File: config.mk
export PLATFORM = sky130hd
export DESIGN_NAME = bkm_ctrl
export DESIGN_NICKNAME = d
export VERILOG_FILES = /design/src/hdl/balanced_kmeans_assign_update_defines.svh /design/src/hdl/bkm_pkg.sv /design/src/hdl/bkm_ctrl.sv
export SDC_FILE = /design/constraint.sdc
export NUM_CORES = 1
export LEC_CHECK = 0
export ABC_AREA = 1
export BUFFER_PORTS_ARGS = -buffer_cell sky130_fd_sc_hd__buf_4
export CORE_AREA = 2 2 63 65
export CTS_CLUSTER_SIZE = 40
export DETAILED_ROUTE_END_ITERATION = 10
export DIE_AREA = 0 0 65 67
export SYNTH_ARGS = -nofsm -noshare
export SYNTH_HDL_FRONTEND = slang
export SYNTH_SLANG_ARGS = --single-unit
File: constraint.sdc
create_clock -name i_clk -period 3.4 [get_ports i_clk]
set_input_delay 0 -clock i_clk [delete_from_list [all_inputs] [get_ports i_clk]]
set_output_delay 0 -clock i_clk [all_outputs]
set_load 0.1 [all_outputs]
File: src/hdl/balanced_kmeans_assign_update_defines.svh
// Assertion macros shared by the balanced k-means block.
// Depends on a clock named i_clk and an active-low reset named i_rst_n in scope.
`ifndef BALANCED_KMEANS_ASSIGN_UPDATE_DEFINES_SVH
`define BALANCED_KMEANS_ASSIGN_UPDATE_DEFINES_SVH

// Consequent checked in the same cycle as the antecedent.
`define BKM_ASSERT_NOW(lbl, ante, cons, msg) \
    lbl: assert property (@(posedge i_clk) disable iff (!i_rst_n) (ante) |-> (cons)) \
        else $error(msg);

// Consequent checked in the cycle after the antecedent.
`define BKM_ASSERT_NEXT(lbl, ante, cons, msg) \
    lbl: assert property (@(posedge i_clk) disable iff (!i_rst_n) (ante) |=> (cons)) \
        else $error(msg);

`endif

File: src/hdl/bkm_pkg.sv
// Shared constants, codes and controller/datapath command types of the k-means block.
// No dependencies.
package bkm_pkg;

    localparam int CLUSTERS = 16;
    localparam int DIMS     = 16;
    localparam int CW       = 4;
    localparam int DW       = 4;
    localparam int AW       = CW + DW;
    localparam int VAL_W    = 16;
    localparam int DIST_W   = 36;
    localparam int PEN_W    = 37;
    localparam int SUM_W    = 37;
    localparam int CNT_W    = 21;
    localparam int TOT_W    = 63;
    localparam int EMPTY_W  = 5;
    localparam int WGT_W    = 16;

    localparam logic [CNT_W-1:0] MAX_ROWS = 21'd1048576;

    localparam logic [1:0] KIND_LOAD   = 2'd0;
    localparam logic [1:0] KIND_SAMPLE = 2'd1;
    localparam logic [1:0] KIND_END    = 2'd2;
    localparam logic [1:0] KIND_READ   = 2'd3;

    localparam logic [1:0] RES_ROW  = 2'd0;
    localparam logic [1:0] RES_PASS = 2'd1;
    localparam logic [1:0] RES_READ = 2'd2;

    typedef struct packed {
        logic          cent_load;
        logic          row_wr;
        logic          cent_rd_user;
        logic          dist_rd;
        logic          dist_first;
        logic          dist_last;
        logic          upd_rd;
        logic          sum_rd;
        logic          div_start;
        logic          cent_wr_mean;
        logic          mean_empty;
        logic          row_emit;
        logic          rd_emit;
        logic          pass_end;
        logic [CW-1:0] c;
        logic [DW-1:0] d;
    } t_cmd;

    typedef struct packed {
        logic out_free;
        logic dist_done;
        logic div_busy;
        logic cnt_zero;
    } t_status;

endpackage

File: src/hdl/bkm_ctrl.sv
// Controller state machine: sequences loads, readbacks, the per-row distance search,
// the sum update and the end-of-pass mean sweep. Depends on bkm_pkg.
module bkm_ctrl (
    input  logic                  i_clk,
    input  logic                  i_rst_n,
    input  logic                  i_valid,
    input  logic [1:0]            i_kind,
    input  logic                  i_last_in_row,
    output logic                  o_ready,
    input  bkm_pkg::t_status      i_status,
    output bkm_pkg::t_cmd         o_cmd
);
    localparam int CW = bkm_pkg::CW;
    localparam int DW = bkm_pkg::DW;
    localparam logic [CW-1:0] C_LAST = CW'(bkm_pkg::CLUSTERS - 1);
    localparam logic [DW-1:0] D_LAST = DW'(bkm_pkg::DIMS - 1);

    localparam logic [3:0] S_IDLE    = 4'd0;
    localparam logic [3:0] S_DIST    = 4'd1;
    localparam logic [3:0] S_DRAIN   = 4'd2;
    localparam logic [3:0] S_UPD     = 4'd3;
    localparam logic [3:0] S_ROWEMIT = 4'd4;
    localparam logic [3:0] S_REMIT   = 4'd5;
    localparam logic [3:0] S_MCHK    = 4'd6;
    localparam logic [3:0] S_MRD     = 4'd7;
    localparam logic [3:0] S_MDIV    = 4'd8;
    localparam logic [3:0] S_MWAIT   = 4'd9;
    localparam logic [3:0] S_PEMIT   = 4'd10;

    logic [3:0]    r_state, n_state;
    logic [CW-1:0] r_c, n_c;
    logic [DW-1:0] r_d, n_d;
    logic          accept;

    assign o_ready = (r_state == S_IDLE);
    assign accept  = i_valid && o_ready;

    always_comb begin
        n_state = r_state;
        n_c     = r_c;
        n_d     = r_d;
        o_cmd   = '0;
        o_cmd.c = r_c;
        o_cmd.d = r_d;
        unique case (r_state)
            S_IDLE: begin
                if (accept) begin
                    unique case (i_kind)
                        bkm_pkg::KIND_LOAD: o_cmd.cent_load = 1'b1;
                        bkm_pkg::KIND_SAMPLE: begin
                            o_cmd.row_wr = 1'b1;
                            if (i_last_in_row) begin
                                n_c     = '0;
                                n_d     = '0;
                                n_state = S_DIST;
                            end
                        end
                        bkm_pkg::KIND_END: begin
                            n_c     = '0;
                            n_d     = '0;
                            n_state = S_MCHK;
                        end
                        default: begin
                            o_cmd.cent_rd_user = 1'b1;
                            n_state            = S_REMIT;
                        end
                    endcase
                end
            end
            S_DIST: begin
                o_cmd.dist_rd    = 1'b1;
                o_cmd.dist_first = (r_d == '0);
                o_cmd.dist_last  = (r_d == D_LAST);
                n_d              = r_d + 1'b1;
                if (r_d == D_LAST) begin
                    n_d = '0;
                    n_c = r_c + 1'b1;
                    if (r_c == C_LAST) begin
                        n_state = S_DRAIN;
                    end
                end
            end
            S_DRAIN: begin
                if (i_status.dist_done) begin
                    n_d     = '0;
                    n_state = S_UPD;
                end
            end
            S_UPD: begin
                o_cmd.upd_rd = 1'b1;
                n_d          = r_d + 1'b1;
                if (r_d == D_LAST) begin
                    n_state = S_ROWEMIT;
                end
            end
            S_ROWEMIT: begin
                if (i_status.out_free) begin
                    o_cmd.row_emit = 1'b1;
                    n_state        = S_IDLE;
                end
            end
            S_REMIT: begin
                if (i_status.out_free) begin
                    o_cmd.rd_emit = 1'b1;
                    n_state       = S_IDLE;
                end
            end
            S_MCHK: begin
                n_d = '0;
                if (i_status.cnt_zero) begin
                    o_cmd.mean_empty = 1'b1;
                    n_c              = r_c + 1'b1;
                    if (r_c == C_LAST) begin
                        n_state = S_PEMIT;
                    end
                end else begin
                    n_state = S_MRD;
                end
            end
            S_MRD: begin
                o_cmd.sum_rd = 1'b1;
                n_state      = S_MDIV;
            end
            S_MDIV: begin
                o_cmd.div_start = 1'b1;
                n_state         = S_MWAIT;
            end
            S_MWAIT: begin
                if (!i_status.div_busy) begin
                    o_cmd.cent_wr_mean = 1'b1;
                    n_d                = r_d + 1'b1;
                    n_state            = S_MRD;
                    if (r_d == D_LAST) begin
                        n_c     = r_c + 1'b1;
                        n_state = (r_c == C_LAST) ? S_PEMIT : S_MCHK;
                    end
                end
            end
            S_PEMIT: begin
                if (i_status.out_free) begin
                    o_cmd.pass_end = 1'b1;
                    n_state        = S_IDLE;
                end
            end
            default: n_state = S_IDLE;
        endcase
    end

    always_ff @(posedge i_clk) begin
        if (!i_rst_n) begin
            r_state <= S_IDLE;
            r_c     <= '0;
            r_d     <= '0;
        end else begin
            r_state <= n_state;
            r_c     <= n_c;
            r_d     <= n_d;
        end
    end
endmodule

==> results of run 1 <==
state kept, by name, summed over array words and instances (netlist names):
signal	cells
r_state	4
r_d	4
r_c	4
placed cells by master (no fill, tap or decap):
master      n
nand2_1    63
nor2_1     36
buf_4      32
inv_1      20
nand3_1    18
dfxtp_1    12
nand2_2     6
inv_2       5
nor3_1      5
a21oi_1     5
clkbuf_8    4
nor2_2      3
nor2_4      3
ha_1        3
nand4_1     2
xor2_1      2
nor4_2      1
or2_2       1
o211ai_1    1
o2111ai_1   1
o21ai_0     1
xnor2_1     1
a21boi_1    1
cell type report:
cell class / count / share of cell area, %
Sequential cell: 12 / 16.98
Multi-Input combinational cell: 153 / 51.28
Inverter: 25 / 6.631
Tap cell: 48 / 4.244
Clock buffer: 4 / 3.890
Timing Repair Buffer: 32 / 16.98
Yosys cell counts, drive strengths merged (2+ instances only):
library cell,n
nor3,5
nand3,18
ha,3
nand4,2
dfxtp,12
a21oi,5
nand2,69
inv,25
nor2,42
xor2,2
cell families (layout without fill, tap and decap cells):
kind of cell | count (synthesis) | after routing | share of synthesized area (%)
and+or+nand+nor | 138 | 138 | 56.92
buffers and inverters | 26 | 61 | 9.230
adders and majority gates | 3 | 3 | 3.551
xor gates and xnor gates | 3 | 3 | 2.486
AOI/OAI and AO/OA | 9 | 9 | 5.089
DFF | 12 | 12 | 22.72
metrics by stage:
step	instance area [um2]	setup WS [ns]	cells	util [%]
detailed placement	1360	1.791	270	37.72
floorplan	1064	0.2184	191	-
CTS	1415	1.771	274	39.24
finish	1415	1.789	274	39.24
global route	1415	1.584	274	39.24
global placement	1360	1.764	270	37.72
final timing paths:
| check | from | to | slack [ns] | cells after the start |
|---|---|---|---|---|
| worst min-delay path | i_rst_n | r_state[1] | 0.06 | 3 |
| worst max-delay path | r_d[0] | o_cmd[16] | 1.79 | 6 |
| worst min register to register | r_d[0] | r_d[0] | 0.54 | 2 |
| worst max register to register | r_d[0] | r_c[0] | 1.80 | 10 |
worst register-to-register path, cell delays in order (launching register included):
cell and delay (ns):
dfxtp_1 0.39, ha_1 0.20, nand2_1 0.06, nor2_1 0.14, inv_1 0.11, nand2_1 0.10
nand2_1 0.09, nor2_4 0.20, nand3_1 0.09, nand2_1 0.07, nor2_1 0.04
metal layers:
| layer | vias up | wire (um) | track usage [%] |
|---|---|---|---|
| met2 | 30 | 1210 | 22.94 |
| li1 | 671 | - | - |
| met5 | - | 0 | 0 |
| met3 | 7 | 152 | 3.041 |
| met1 | 549 | 1367 | 18.07 |
| met4 | 0 | 62 | 7.181 |
==> results_dict.tcl, run 1 <==
set metrics [dict create \
    drive_gt1_share_pct 24.34 \
    slowest_delay_ns 0.39 \
    synth_seq_area_share_pct 22.72 \
    syn_area_um2 1057 \
    drc 0 \
    synth-seq-cells 12 \
    area_delta_synth_final_pct 33.85 \
    async_flop_share_pct 0 \
    synth_cells 191 \
    cts_buffers 3 \
    post_cts_resized 0 \
    hold_viol 0 \
    hp-class "input pin to register" \
    post_cts_buffers 0 \
    vias 1257 \
    slowest_stage "dfxtp_1" \
    endpoint_kind "output pin" \
    overflow 0 \
    grt_pass1_wl_um 4795 \
    multi_input_area_um2 725.7 \
    clk_path_buf_depth 2 \
    required_ns 3.40 \
    cts_tree "done" \
    synth_top_area_share_pct 22.72 \
    routabilityCongestion 0.8909 \
    whs_ns 0.05763 \
    start_util_pct 29.32 \
    synthesis.nets 204 \
    cp_top_family "buffers and inverters" \
    syn_avg_cell_area_um2 5.535 \
    maxSlewHeadroom_pct 81.32 \
    start_kind "register" \
    die_w_um 65 \
    synth_cell_types 22 \
    dieArea_um2 4355 \
    regArea_um2 240.2 \
    ant_nets 0 \
    vias_per_cell 4.588 \
    synth_edf_count 0 \
    hold_buffers 0 \
    cp_cell_sequence "ha_1 -> nand2_1 -> nor2_1 -> inv_1 -> nor2_1 -> buf_4" \
    antenna_cells 0 \
    n_fill_cell 415 \
    grt_usage_pct 14.32 \
    layout.nets 240 \
    htree_levels 1 \
    max_cap_violations 0 \
    crit_path_frequent_cell "nor2_1" \
    worstPathArrival_ns 1.61 \
    clock-root-buffer "clkbuf_8" \
    die_h_um 67 \
    clkSlewWorstSetupHoldPaths_ns 0.06 \
    coreArea_um2 3606 \
    post-dp-hpwl_um 2293 \
    grt_setup_unrepaired "false" \
    period_needed_ns 1.611 \
    clock_sinks 12 \
    tightest_slew_ns 0.2825 \
    io_buffers 32 \
    outcome "finished, final reports clean" \
    drt-pass1-iter-count 4 \
    critPathKind "register to output pin" \
    path_buf_inv 2 \
    io_pins 33 \
    routed_wl_um 2792 \
    finalCritPeriodShare_pct 47.37 \
    slew_viol_final 0 \
    ys.flop_type "dfxtp_1" \
    grt_pass1_vias 1139 \
    grt_start_max_net_pins 13 \
    crit_fanout 5 \
    tns_ns 0 \
    clk_latency_ns 0.25 \
    synth_area_leaders "dfxtp_1 23%, nand2_1 22%, nor2_1 13%" \
    row_count 22 \
    routedWlPerCell_um 10.19 \
    ys.warnings.count 0 \
    setup_viol 0 \
    grt_antenna_before_repair 0 \
    post-synth-top-area-cell "dfxtp_1" \
    fmax_ghz 0.6209 \
    finClkSkew_ns 0.002838 \
    drtIter0Drc 46 \
]
Power of run 1 is left out: the tool's default activity adds up to more than one toggle a clock period on the data nets, which glitch-free logic cannot reach.
==> run 2: changes to the inputs <==
==> constraint.sdc (replaced) <==
create_clock -name i_clk -period 1.4 [get_ports i_clk]
set_input_delay 0 -clock i_clk [delete_from_list [all_inputs] [get_ports i_clk]]
set_output_delay 0 -clock i_clk [all_outputs]
set_load 0.1 [all_outputs]
==> results_dict.tcl, run 2 (synthesis results as in run 1) <==
set metrics [dict create \
    outcome "finished with violations" \
    violations "setup timing" \
    dieArea_um2 4355 \
    vdd.ir_drop.worst_mv 2.058 \
    cts_buffers 3 \
    grt.met2_usage_pct 30.03 \
    antenna_cells 0 \
    die_h_um 67 \
    io_pins 33 \
    drc 0 \
    hp-class "input pin to register" \
    finalCritPeriodShare_pct 103.9 \
    hold_buffers 0 \
    drive_gt1_share_pct 58.66 \
    row_count 22 \
    slew_viol_final 0 \
    maxSlewHeadroom_pct 81.39 \
    io_buffers 32 \
    use_met1_pct 21.99 \
    grt_start_max_net_pins 13 \
    clkSlewWorstSetupHoldPaths_ns 0.06 \
    period_needed_ns 1.454 \
    layout.nets 268 \
    fmax_ghz 0.6875 \
    tns_ns -0.2460 \
    crit_fanout 4 \
    cts_tree "done" \
    max_cap_violations 0 \
    grt_pass1_wl_um 5837 \
    routabilityCongestion 0.8548 \
    crit_path_frequent_cell "buf_6" \
    clk_latency_ns 0.24 \
    grt_antenna_before_repair 0 \
    clk_path_buf_depth 2 \
    start_kind "register" \
    worstPathArrival_ns 1.45 \
    grt_setup_unrepaired "true" \
    setup_viol 11 \
    critPathKind "register to output pin" \
    min_from "i_rst_n" \
    slowest_stage "dfxtp_4" \
    coreArea_um2 3606 \
    start_util_pct 29.32 \
    largest_registers "r_c: 4 flops, r_d: 4 flops, r_state: 4 flops" \
    clock-root-buffer "clkbuf_8" \
    top_usage_layer "met2" \
    mostFrequentLayoutCell "buf_4" \
    htree_levels 1 \
    area_delta_synth_final_pct 99.05 \
    drt-pass1-iter-count 4 \
    p_per_area_nw_per_um2 2509 \
    slowest_delay_ns 0.37 \
    finClkSkew_ns 0.001901 \
    setup_ws_ns -0.05450 \
    p_leak_nw 1.029 \
    ant_nets 0 \
    vias 1376 \
    routed_wl_um 3627 \
    endpoint_kind "output pin" \
    cp_cell_sequence "nor2_4 -> nand2_2 -> buf_6 -> nor4_4 -> buf_6" \
    drtIter0Drc 53 \
    grt_usage_pct 17.23 \
    final_core_util_pct 58.36 \
    clock_sinks 12 \
    hold_viol 0 \
    layout_common_cells "46 x buf_4, 45 x nand2_1, 20 x nor2_1" \
    grt_pass1_vias 1292 \
    required_ns 1.40 \
    use_met3_pct 2.365 \
    overflow 0 \
    vias_per_cell 4.556 \
    routedWlPerCell_um 12.01 \
    r2r_start "r_state[3]" \
    tightest_slew_ns 0.2814 \
    post-dp-hpwl_um 2715 \
    die_w_um 65 \
    startpoint "r_state[3]" \
]
## run 2: layout make-up
| class | instances | area (um2) |
|---|---|---|
| flip-flops and latches | 12 | 280.3 |
| well taps | 48 | 60.06 |
| clock buffers | 3 | 41.29 |
| fillers | 333 | 1501 |
| multi-input cells | 153 | 1026 |
| clock inverters | 1 | 3.754 |
| inverters | 25 | 116.4 |
| repair buffers | 60 | 576.8 |
## run 2: worst max-delay path: cells and delay by family (launching register included)
kind,cells,cell delay (ns)
and+or+nand+nor,3,0.45
buffers and inverters,2,0.40
DFF,1,0.37
## run 2: repair_timing
action / 4_1_cts / 5_1_grt
buffers inserted: 6 / 1
resized for setup: 41 / 33
cloned: 0 / 0
pin swaps: 11 / 14
endpoints found under the setup margin: 17 / 22
## run 2: final timing paths
kind / to / slack [ns] / cells past startpoint
setup / recovery: o_cmd[17] / -0.05 / 5
hold reg to reg: r_d[3] / 0.52 / 2
setup reg to reg: r_c[1] / -0.03 / 9
hold / removal: r_state[2] / 0.06 / 3
## run 2: through the flow
step	power [mW]	setup WS (ns)	instances	cell area [um2]	hold WS (ns)
floorplan	3.543	-0.3143	191	1286	0.1019
global placement	4.393	-0.02758	291	1740	0.3167
detailed placement	4.388	-0.03392	291	1740	0.3171
CTS	5.048	-0.03106	301	1971	0.05954
global route	5.640	-0.1237	302	2105	0.07103
finish	5.281	-0.05450	302	2105	0.05695
## run 2: layer usage
metal / share of wire, % / vias up / routed length (um)
met1: 43 / 613 / 1552
li1: - / 724 / -
met5: 0 / - / 0
met3: 4.8 / 2 / 174
met2: 52 / 37 / 1881
met4: 0.52 / 0 / 19
## run 2: where the power goes
group	switching, mW	internal [mW]	leakage (nW)
clock network	0.146	0.194	0.0231
logic	2.83	1.36	0.899
registers	0.195	0.555	0.106
No activity file was read; power rests on OpenSTA's default activity.
==> run 3: changes to the inputs <==
--- a/config.mk
+++ b/config.mk
@@ -7,10 +7,11 @@
 export LEC_CHECK = 0
 export ABC_AREA = 1
 export BUFFER_PORTS_ARGS = -buffer_cell sky130_fd_sc_hd__buf_4
-export CORE_AREA = 2 2 63 65
+export CORE_AREA = 2 2 55 57
 export CTS_CLUSTER_SIZE = 40
 export DETAILED_ROUTE_END_ITERATION = 10
-export DIE_AREA = 0 0 65 67
+export DIE_AREA = 0 0 57 59
+export PLACE_DENSITY = 0.65
 export SYNTH_ARGS = -nofsm -noshare
 export SYNTH_HDL_FRONTEND = slang
 export SYNTH_SLANG_ARGS = --single-unit
==> results_dict.tcl, run 3 (synthesis results as in run 1) <==
set metrics [dict create \
    die_w_um 57 \
    finalCritPeriodShare_pct 110.2 \
    outcome "finished with violations" \
    period_needed_ns 1.542 \
    grt_start_max_net_pins 13 \
    worstPathArrival_ns 1.54 \
    grt_usage_pct 24.14 \
    area_delta_synth_final_pct 116.4 \
    layout_common_cells "43 x nand2_1, 43 x buf_4, 22 x nor2_1" \
    cp_cell_sequence "nor2_4 -> buf_6 -> nand2_4 -> buf_6 -> nor4_4 -> buf_6" \
    io_buffers 32 \
    die_h_um 59 \
    start_kind "register" \
    dp_slack_ns -0.04412 \
    grt_pass1_vias 1392 \
    vias_per_cell 5.176 \
    overflow 0 \
    drt-pass1-iter-count 4 \
    violations "setup timing" \
    crit_fanout 3 \
    drc 0 \
    row_count 19 \
    endpoint_kind "output pin" \
    clkSlewWorstSetupHoldPaths_ns 0.08 \
    drive_gt1_share_pct 60.61 \
    grt_pass1_wl_um 6361 \
    final_core_util_pct 84.44 \
    io_pins 33 \
    dpl_cell_area_um2 1769 \
    clk_latency_ns 0.28 \
    grt_setup_unrepaired "true" \
    setup_viol 22 \
    required_ns 1.40 \
    slowest_stage "dfxtp_4" \
    htree_levels 1 \
    coreArea_um2 2710 \
    maxSlewHeadroom_pct 81.36 \
    routedWlPerCell_um 14.95 \
    p_per_area_nw_per_um2 2561 \
    routabilityCongestion 0.8628 \
    vias 1527 \
    crit_path_frequent_cell "buf_6" \
    tightest_slew_ns 0.2820 \
    layout.nets 278 \
    max_cap_violations 0 \
    ant_nets 0 \
    largest_registers "r_c: 4 flops, r_d: 4 flops, r_state: 4 flops" \
    critPathKind "register to output pin" \
    hp-class "input pin to register" \
    clock-root-buffer "clkbuf_4" \
    slew_viol_final 0 \
    clock_sinks 12 \
    drtIter0Drc 94 \
    cts_tree "done" \
    finClkSkew_ns 0.01002 \
    post-dp-hpwl_um 2902 \
    hold_buffers 0 \
    p_leak_nw 1.122 \
    final_area_um2 2288 \
    fmax_ghz 0.6483 \
    vdd.ir_drop.worst_mv 3.189 \
    dieArea_um2 3363 \
    cts_buffers 3 \
    clk_path_buf_depth 2 \
    routed_wl_um 4411 \
    start_util_pct 39.01 \
    setup_ws_ns -0.1425 \
    hold_viol 0 \
    grt_antenna_before_repair 0 \
    antenna_cells 0 \
    p_total_mw 5.861 \
    slowest_delay_ns 0.38 \
]
run 3: cell count changes in the layout (fill, tap and decap cells not counted), moves of 2 or more:
cell      before  now
buf_12         8   13
buf_4         46   43
buf_6          5   13
clkbuf_4       0    3
clkbuf_8       3    1
inv_4          6    4
inv_8          1    3
nand2_1       45   43
nand2_8        1    3
nor2_1        20   22
nor2_2        11    5
nor2_4        11   15
run 3: layout make-up:
| cell class | count | area, um2 |
|---|---|---|
| Tap cell | 31 | 38.79 |
| Inverter | 25 | 126.4 |
| Fill cell | 168 | 421.7 |
| Sequential cell | 12 | 280.3 |
| Clock buffer | 4 | 36.28 |
| Timing Repair Buffer | 70 | 744.5 |
| Multi-Input combinational cell | 153 | 1062 |
run 3: report_power, final:
group          internal, mW  leakage, nW  switching, mW
logic                  1.74        0.994           3.10
clock network         0.158       0.0210          0.119
registers             0.553        0.106          0.189
run 3: path summary, 6_finish.rpt:
kind              cells past startpoint  slack [ns]  startpoint         to
setup / recovery                      6       -0.14  r_state[3]  o_cmd[17]
hold / removal                        3       0.005     i_rst_n     r_c[1]
setup reg to reg                      9       -0.13  r_state[1]     r_c[2]
hold reg to reg                       2        0.53      r_c[3]     r_c[3]
run 3: worst max-delay path, delay by kind of cell (launching register included):
kind / cells / cell delay, ns
buf+inv: 3 / 0.51
flops: 1 / 0.38
simple gates: 3 / 0.37
run 3: what timing repair did:
item / in CTS / in global routing
setup buffers: 6 / 6
pin swaps: 9 / 17
gates resized for setup: 46 / 60
setup endpoints to repair: 22 / 26
run 3: stage by stage:
| step | TNS [ns] | std cells | hold slack [ns] |
|---|---|---|---|
| after floorplan | -3.273 | 191 | 0.1019 |
| after global placement | -0.2283 | 279 | 0.3025 |
| after detailed placement | -0.2591 | 279 | 0.3072 |
| after CTS | -0.9813 | 289 | 0.008348 |
| after global routing | -3.009 | 295 | 0.01953 |
| final | -1.555 | 295 | 0.004952 |
run 3: per-layer routing:
metal  up-vias  global-route usage [%]  wire length (um)
met2        56                   42.53              2346
li1        746                       -                 -
met4         0                   6.977                23
met3         2                   2.402               201
met5         -                       0                 0
met1       723                   31.45              1840
